## config.mk

```make
export PLATFORM = sky130hd
export DESIGN_NAME = rmwc_ctrl
export DESIGN_NICKNAME = d
export VERILOG_FILES = /design/src/sv/rmwc_pkg.sv /design/src/sv/rmwc_ctrl.sv
export SDC_FILE = /design/constraint.sdc
export NUM_CORES = 1
export LEC_CHECK = 0
export CAP_MARGIN = 10
export CORE_MARGIN = 2
export CORE_UTILIZATION = 50
export CTS_CLUSTER_SIZE = 20
export DETAILED_ROUTE_END_ITERATION = 10
export DONT_BUFFER_PORTS = 1
export PLACE_DENSITY = 0.62
export SETUP_SLACK_MARGIN = 0.5
export SYNTH_ARGS = -nofsm -noshare
export SYNTH_HDL_FRONTEND = slang
export SYNTH_SLANG_ARGS = --single-unit
```

## constraint.sdc

```tcl
create_clock -name clk -period 4.4 [get_ports clk]
set_input_delay 0.88 -clock clk [delete_from_list [all_inputs] [get_ports clk]]
set_output_delay 0.88 -clock clk [all_outputs]
set_load 0.01 [all_outputs]
```

## src/sv/rmwc_pkg.sv

```systemverilog
`timescale 1ns / 1ps
// ----------------------------------------------------------------------------
// rmwc_pkg
// Shared types and constants of the ray march wall column engine.
// ----------------------------------------------------------------------------
package rmwc_pkg;

  localparam int POS_W = 25;

  localparam logic [16:0] ONE_CELL   = 17'd65536;
  localparam logic [16:0] STEP_LIMIT = 17'd65536;
  localparam logic [16:0] POLY_A     = 17'd102944;
  localparam logic [15:0] POLY_B     = 16'd42048;
  localparam logic [15:0] POLY_C     = 16'd4640;

  localparam logic [2:0] CFG_PLAYER_X   = 3'd0;
  localparam logic [2:0] CFG_PLAYER_Y   = 3'd1;
  localparam logic [2:0] CFG_MAP_COLS   = 3'd2;
  localparam logic [2:0] CFG_MAP_ROWS   = 3'd3;
  localparam logic [2:0] CFG_MARCH_STEP = 3'd4;

  localparam logic [1:0] FACE_NORTH = 2'd0;
  localparam logic [1:0] FACE_SOUTH = 2'd1;
  localparam logic [1:0] FACE_EAST  = 2'd2;
  localparam logic [1:0] FACE_WEST  = 2'd3;

  localparam logic COMP_X = 1'b0;
  localparam logic COMP_Y = 1'b1;

  typedef struct packed {
    logic       action;
    logic [5:0] cell_col;
    logic [5:0] cell_row;
    logic       cell_is_wall;
    logic [11:0] heading;
    logic [9:0] screen_col;
  } in_item_t;

  typedef struct packed {
    logic [9:0]  out_col;
    logic [1:0]  wall_face;
    logic [15:0] wall_dist;
    logic [5:0]  tex_col;
    logic [7:0]  wall_top;
    logic [8:0]  wall_len;
  } out_item_t;

  typedef struct packed {
    logic [2:0]  index;
    logic [21:0] value;
  } cfg_wr_t;

  typedef struct packed {
    logic [21:0] player_pos_x;
    logic [21:0] player_pos_y;
    logic [6:0]  map_cols;
    logic [6:0]  map_rows;
    logic [15:0] march_step;
  } cfg_t;

  typedef enum logic [4:0] {
    OP_NONE, OP_CLR, OP_LOAD, OP_WR, OP_SQ, OP_X2C, OP_X2T, OP_XT, OP_SIN,
    OP_INC, OP_INCW, OP_START, OP_PROBE, OP_ADV, OP_DDX, OP_DDY, OP_SUM,
    OP_SQRT, OP_TEXM, OP_DIV, OP_RES
  } dp_op_t;

  typedef struct packed {
    dp_op_t op;
    logic   comp;
  } dp_cmd_t;

  typedef struct packed {
    logic is_cast;
    logic clr_last;
    logic blocked;
    logic at_limit;
    logic cnt_zero;
  } dp_stat_t;

endpackage

```

## src/sv/rmwc_ctrl.sv

```systemverilog
`timescale 1ns / 1ps
// ----------------------------------------------------------------------------
// rmwc_ctrl
// Sequencer: map clearing, cell writes and the cast sequence of the datapath.
// ----------------------------------------------------------------------------
module rmwc_ctrl import rmwc_pkg::*; (
  input  logic     clk,
  input  logic     rst_n,
  input  logic     in_valid,
  output logic     in_ready,
  output logic     out_valid,
  input  logic     out_ready,
  output dp_cmd_t  cmd,
  input  dp_stat_t stat
);

  typedef enum logic [4:0] {
    S_CLEAR, S_IDLE, S_DISP, S_SQ, S_X2C, S_X2T, S_XT, S_SIN, S_INC, S_INCW,
    S_START, S_PROBE, S_CHECK, S_DDX, S_DDY, S_SUM, S_SQRT, S_TEXM, S_DIV, S_RES
  } state_t;

  state_t state_r;
  logic   comp_r;
  logic   out_valid_r;
  logic   out_free;
  logic   hit;

  assign out_free  = !out_valid_r || out_ready;
  assign hit       = stat.blocked || stat.at_limit;
  assign in_ready  = (state_r == S_IDLE);
  assign out_valid = out_valid_r;

  always_comb begin
    cmd.comp = comp_r;
    cmd.op   = OP_NONE;
    unique case (state_r)
      S_CLEAR: cmd.op = OP_CLR;
      S_IDLE:  if (in_valid) cmd.op = OP_LOAD;
      S_DISP:  if (!stat.is_cast) cmd.op = OP_WR;
      S_SQ:    cmd.op = OP_SQ;
      S_X2C:   cmd.op = OP_X2C;
      S_X2T:   cmd.op = OP_X2T;
      S_XT:    cmd.op = OP_XT;
      S_SIN:   cmd.op = OP_SIN;
      S_INC:   cmd.op = OP_INC;
      S_INCW:  cmd.op = OP_INCW;
      S_START: cmd.op = OP_START;
      S_PROBE: cmd.op = OP_PROBE;
      S_CHECK: if (!hit) cmd.op = OP_ADV;
      S_DDX:   cmd.op = OP_DDX;
      S_DDY:   cmd.op = OP_DDY;
      S_SUM:   cmd.op = OP_SUM;
      S_SQRT:  cmd.op = OP_SQRT;
      S_TEXM:  cmd.op = OP_TEXM;
      S_DIV:   cmd.op = OP_DIV;
      S_RES:   if (out_free) cmd.op = OP_RES;
      default: cmd.op = OP_NONE;
    endcase
  end

  always_ff @(posedge clk) begin
    if (!rst_n) begin
      state_r     <= S_CLEAR;
      comp_r      <= COMP_X;
      out_valid_r <= 1'b0;
    end else begin
      if (state_r == S_RES && out_free) out_valid_r <= 1'b1;
      else if (out_valid_r && out_ready) out_valid_r <= 1'b0;
      unique case (state_r)
        S_CLEAR: if (stat.clr_last) state_r <= S_IDLE;
        S_IDLE:  if (in_valid) state_r <= S_DISP;
        S_DISP: begin
          comp_r  <= COMP_X;
          state_r <= stat.is_cast ? S_SQ : S_IDLE;
        end
        S_SQ:  state_r <= S_X2C;
        S_X2C: state_r <= S_X2T;
        S_X2T: state_r <= S_XT;
        S_XT:  state_r <= S_SIN;
        S_SIN: begin
          if (comp_r == COMP_X) begin
            comp_r  <= COMP_Y;
            state_r <= S_SQ;
          end else begin
            comp_r  <= COMP_X;
            state_r <= S_INC;
          end
        end
        S_INC: state_r <= S_INCW;
        S_INCW: begin
          if (comp_r == COMP_X) begin
            comp_r  <= COMP_Y;
            state_r <= S_INC;
          end else begin
            state_r <= S_START;
          end
        end
        S_START: state_r <= S_PROBE;
        S_PROBE: state_r <= S_CHECK;
        S_CHECK: state_r <= hit ? S_DDX : S_PROBE;
        S_DDX:   state_r <= S_DDY;
        S_DDY:   state_r <= S_SUM;
        S_SUM:   state_r <= S_SQRT;
        S_SQRT:  if (stat.cnt_zero) state_r <= S_TEXM;
        S_TEXM:  state_r <= S_DIV;
        S_DIV:   if (stat.cnt_zero) state_r <= S_RES;
        S_RES:   if (out_free) state_r <= S_IDLE;
        default: state_r <= S_IDLE;
      endcase
    end
  end

endmodule

```

==> summary.md, run 1 <==
| Metric | Value |
|---|---|
| Unique masters post-synth | 40 |
| Antenna fix cells | 0 |
| Sequential area share after synthesis | 18.7% |
| DRC viols | 0 |
| PwrDens | 223 nW/µm² |
| Fin worst setup slack | 1.70 ns |
| Reported leakage power | 0.260 nW |
| Fin crit period | 2.70 ns |
| Fmax | 370 MHz |
| FF-to-FF setup slack | 2.50 ns |
| CP startpoint kind | register |
| Worst slew pin tran | about 0.70 ns |
| Total negative slack | 0 ns |
| TritonCTS clock tree | done |
| GR Util All Layers | 18.1% |
| Final std cells w/o fill | 110 |
| Hold Crit Class | register to register |
| Post-synth EDFFs | 0 |
| Kind of critical path | register to primary output |
| Fin. Hold Viols | 0 |
| Power Total | 0.155 mW |
| Core Footprint | 1350 µm² |
| FF+latch area | 140 µm² |
| Synth area leaders | dfxtp_1, clkbuf_8, nor2_1 |
| Routed Antenna Nets | 0 |
| VDD IR max | between 0.00015 and 0.0002 V |
| Via Count | between 600 and 700 |
| Die Y | about 43 µm |
| Synth Area per Inst | 7.41 µm² |
| Die Area | 1820 µm² |
| Port Buffers | 0 |
| Synth Register Bits | 7 |
| Cells after DPL | roughly 110 |
| Final HPWL DP | ~1.1 mm |
| H-tree levels | 1 |
| Clock root buffer | clkbuf_4 |
| Worst Skew | 0.00539 ns |
| Post-CTS Resized | 0 |
| Worst-path clk slew | 0.05 ns |
| Setup crit end kind | primary output |
| Initial DRC Count | 9 |
| Post-synthesis async set-or-reset flop share | 0% |
| Ratio of cells with drive above 1 in the final layout | 6.32% |
| Final slew viol count | 0 |
| Row count | 13 |
| Most numerous cell in the Yosys netlist | nor2_1 |
| Sink Count | 7 |
| Maxcap violations | 0 |
| Post-synth net total | 110 |
| DR WL/cell | 14.2 µm |
| Synth warn | 0 |
| Synth Flop Type | dfxtp_1 |
| Worst EP required | 3.52 ns |
| Crit path DAT | 1.82 ns |
| # Post-CTS Setup Buffers | 0 |
| RSZ-0062 raised after global routing | no |
| Initial antenna violation count | 0 |
| Slew margin rel. | 53.3% |
| Outcome | finished, final reports clean |
| Number of buffers created by CTS | 3 |
| I/O pin cnt | 17 |
| Die Width | 42.7 µm |
| Post-synth top area share | about a fifth |
| Vias in the first global route | 592 |
| Largest net degree at the start of global routing | 24 |
| Tcrit/Tclk final | 61.4% |
| Setup violations, final | 0 |
| Mapped Area | 748 µm² |
| Hold Buf Count CTS | 0 |
| Layout Area Growth over Synthesis | -7.19% |
| First-pass GRT wire length | 2.56 mm |
| Worst-Skew Late Latency | 0.25 ns |
| Drt first pass iters | 4 |
| Routed wire length | 1.56 mm |
| Footprint of the multi-input gates | 498 µm² |
| # fillers | approximately 150 |
| Initial Util | roughly 55% |
| Via density | 6.22 |
| Synth cell count leaders | nor2_1, nand2_1, a21oi_1, dfxtp_1, o21ai_0 |
| Critical Path Fanout Max | 21 |
| GPL Wtd Cong | 0.765 |
| Clock tree buffer depth | 2 |
| Nets | ~110 |
| Mapped Cells | about 100 |
| Total gr overflow | 0 |
| Leading area contributor after synthesis | dfxtp_1 |
| Place WS | 1.91 ns |
## flip-flops by register name (all words and copies together) (netlist names)
register / count
state_r: 5
comp_r: 1
out_valid: 1
## path summary, 6_finish.rpt
path | startpoint | endpoint | depth (start not counted)
setup / recovery | state_r[0]$_SDFFE_PN0P_ | cmd[5] | 3
hold / removal | comp_r$_SDFFE_PN0P_ | comp_r$_SDFFE_PN0P_ | 1
setup reg to reg | state_r[0]$_SDFFE_PN0P_ | state_r[0]$_SDFFE_PN0P_ | 5
hold reg to reg | comp_r$_SDFFE_PN0P_ | comp_r$_SDFFE_PN0P_ | 1
## through the flow
step / instance area, µm² / utilization, % / hold slack, ns
3_3_place_gp: 668 / 49.5 / 0.672
4_1_cts: 694 / 51.4 / 0.674
3_5_place_dp: 668 / 49.5 / 0.667
6_report: 694 / 51.4 / 0.676
5_1_grt: 694 / 51.4 / 0.693
2_1_floorplan: 748 / - / 0.550
## layout by cell type (no fill, tap or decap), types with 2 or more instances in the layout
master     instances
a2bb2oi_1          2
a22oi_1            2
nand2_1            9
nand2b_1           3
xor2_1             2
nand3_1            3
o211ai_1           2
dfxtp_1            7
clkbuf_4           3
nor2b_1            6
nor2_1            12
inv_1              3
a21oi_1            8
nor3_1             2
and3_1             2
o21ai_0            7
or3b_1             2
## cell families after synthesis
group                     after synthesis  synth area share [%]
buffers and inverters                  13                  14.7
AOI/OAI and AO/OA                      33                  30.8
DFF                                     7                  18.7
muxes                                   1                  1.34
xor gates and xnor gates                2                  2.34
and+or+nand+nor                        45                  32.1
## layer usage
metal  vias up  track usage [%]  part of all wire (%)
li1        356                -                     -
met1       304             27.6                    53
met2        22             23.9                    42
met3         2             5.11                   4.8
met4         0             5.63                  0.58
met5         -                0                     0
## final cells by class
class	count	share of cell area (%)
tap	15	2.70
inverter	3	1.62
sequential	7	20.2
clock buffer	4	3.78
multi-input combinational	81	71.7
## worst max-delay path: stages, from the launching register on
cell and delay (ns):
dfxtp_1 0.73, nand3_1 0.23, or3b_1 0.44, o21ai_0 0.17
## power by group
group	internal, mW	switching (mW)	leakage (nW)	total [mW]
Sequential	0.0651	0.00740	0.0567	0.0725
Combinational	0.0121	0.0124	0.188	0.0245
Clock	0.0345	0.0229	0.0150	0.0575
Total	0.112	0.0428	0.260	0.155
No activity file was read; power rests on OpenSTA's default activity.
==> run 2: changes to the inputs <==
PLACE_DENSITY = 0.65   (was 0.62)
clock period = 2.3 ns   (was 4.4 ns; I/O delays follow)
==> summary.md, run 2 (synthesis results as in run 1) <==
| Metric | Value |
|---|---|
| Via Count | 717 (+4.8%) |
| Max reg flops | 5 (unchanged) |
| Total gr overflow | 0 (unchanged) |
| DR WL/cell | 15.0 µm (+5.6%) |
| R2R depth | 6 (+1) |
| CP top delay family | flip-flops |
| Slew margin rel. | 71.4% (+18 points) |
| Kind of critical path | register to primary output |
| Via density | 6.08 (-2.3%) |
| Core Footprint | 1350 µm² (unchanged) |
| Critical Path Fanout Max | 6 (-71%) |
| # fillers | 124 (-18%) |
| Layout Area Growth over Synthesis | 13.4% |
| Clock tree buffer depth | 2 (unchanged) |
| CP startpoint kind | register |
| Crit-path cells | and2b_2 > a21oi_1 > a2bb2oi_2 > nor2_2 |
| Setup violations, final | 0 (unchanged) |
| First-pass GRT wire length | 2.79 mm (+8.9%) |
| GR Util All Layers | 19.7% (+1.6 points) |
| Clock root buffer | clkbuf_4 |
| Die Width | 42.7 µm (unchanged) |
| Fin crit period | 1.75 ns |
| GPL Wtd Cong | 0.748 (-2.2%) |
| Reported leakage power | 0.319 nW (+23%) |
| Ratio of cells with drive above 1 in the final layout | 31.1% (+25 points) |
| Worst path slowest cell | dfxtp_4 |
| Routed Antenna Nets | 0 (unchanged) |
| Final slew viol count | 0 (unchanged) |
| Fmax | 572 MHz |
| Worst Skew | 0.00189 ns (-0.00349 ns) |
| Final Cell Area | 848 µm² (+22%) |
| Hold Crit Class | input pin to register |
| PwrDens | 360 nW/µm² (+62%) |
| Initial antenna violation count | 0 (unchanged) |
| Commonest non-fill, non-tap cell in the layout | nor2_1 |
| Fin worst setup slack | 0.553 ns (-1.14 ns) |
| TritonCTS clock tree | done |
| I/O pin cnt | 17 (unchanged) |
| Final HPWL DP | 1.19 mm (+9.1%) |
| Worst EP required | 1.84 ns (-1.68 ns) |
| Largest net degree at the start of global routing | 24 (unchanged) |
| Placed inst area | 683 µm² (+2.2%) |
| Vias in the first global route | 631 (+6.6%) |
| H-tree levels | 1 (unchanged) |
| Worst-Skew Late Latency | 0.25 ns (about the same) |
| Routed wire length | 1.77 mm (+13%) |
| Die Y | 42.7 µm (unchanged) |
| Sink Count | 7 (unchanged) |
| Place WS | 0.560 ns (-1.35 ns) |
| Maxcap violations | 0 (unchanged) |
| DRC viols | 0 (unchanged) |
| Worst path max stage delay | 0.37 ns (-0.36 ns) |
| Initial Util | 55.4% (unchanged) |
| Tcrit/Tclk final | approximately three quarters |
| Worst slew pin tran | 0.419 ns (-0.281 ns) |
| Bufs and invs on worst path | 0 (unchanged) |
| Initial DRC Count | 17 (+8) |
| Largest Register | state_r |
| Worst-path clk slew | 0.05 ns (about the same) |
| VDD IR max | 0.000417 V (+170%) |
| Die Area | 1820 µm² (unchanged) |
| Nets | 113 (+7.6%) |
| Total negative slack | 0 ns (unchanged) |
| Crit path DAT | 1.29 ns (-0.53 ns) |
| Drt first pass iters | 4 (unchanged) |
| Outcome | finished, final reports clean |
| RSZ-0062 raised after global routing | yes |
| Port Buffers | 0 (unchanged) |
| Most frequent cells in the layout | nor2_1, nand2_1, a21oi_1, buf_4 |
| CP Depth | 4 (+1) |
| Fin. Hold Viols | 0 (unchanged) |
| Antenna fix cells | 0 (unchanged) |
| Min Hold Slack | 0.337 ns (-0.340 ns) |
| Setup crit end kind | primary output |
| Row count | 13 (unchanged) |
| Hold depth | 1 (unchanged) |
| Number of buffers created by CTS | 3 (unchanged) |
run 2: cell types whose count changed in the layout (fill, tap and decap cells not counted), sizes merged:
cell | previous run | this run
buf | 0 | 8
run 2: power by group:
part	leakage, nW	internal [mW]	total, mW	switching [mW]
sequential	0.0605	0.121	0.128	0.00753
combinational	0.244	0.0301	0.0655	0.0353
clock	0.0150	0.0662	0.112	0.0456
total	0.319	0.217	0.305	0.0884
run 2: worst paths after layout:
check | slack [ns] | endpoint | start
setup / recovery | 0.55 | cmd[4] | state_r[3]$_SDFFE_PN0P_
hold / removal | 0.34 | comp_r$_SDFFE_PN0P_ | rst_n
setup reg to reg | 0.74 | state_r[1]$_SDFFE_PN0P_ | state_r[0]$_SDFFE_PN0P_
hold reg to reg | 0.64 | state_r[3]$_SDFFE_PN0P_ | state_r[0]$_SDFFE_PN0P_
run 2: cell type report:
class / instances / area, µm² / area share [%]
multi-input cells: 81 / 569 / 67.1
flip-flops and latches: 7 / 159 / 18.7
repair buffers: 8 / 63.8 / 7.52
clock buffers: 4 / 26.3 / 3.10
well taps: 15 / 18.8 / 2.21
inverters: 3 / 11.3 / 1.33
run 2: through the flow:
stage               total power, mW  cells  util, %
floorplan                     0.184    101        -
global route                  0.324    118     62.8
CTS                           0.305    115     58.3
detailed placement            0.191    108     50.6
finish                        0.305    118     62.8
global placement              0.191    108     50.6
run 2: what timing repair did:
item / 4_1_cts / 5_1_grt
hold buffers: 0 / 0
buffers inserted: 3 / 3
cloned: 0 / 0
pin swaps: 2 / 3
setup endpoints to repair: 6 / 5
resized for setup: 20 / 10
run 2: routing by layer:
layer | wire length, µm | vias up | GRT usage [%]
li1 | - | 369 | -
met1 | 811 | 325 | 26.1
met2 | 852 | 19 | 30.0
met3 | 83 | 4 | 6.81
met4 | 23 | 0 | 5.63
met5 | 0 | - | 0
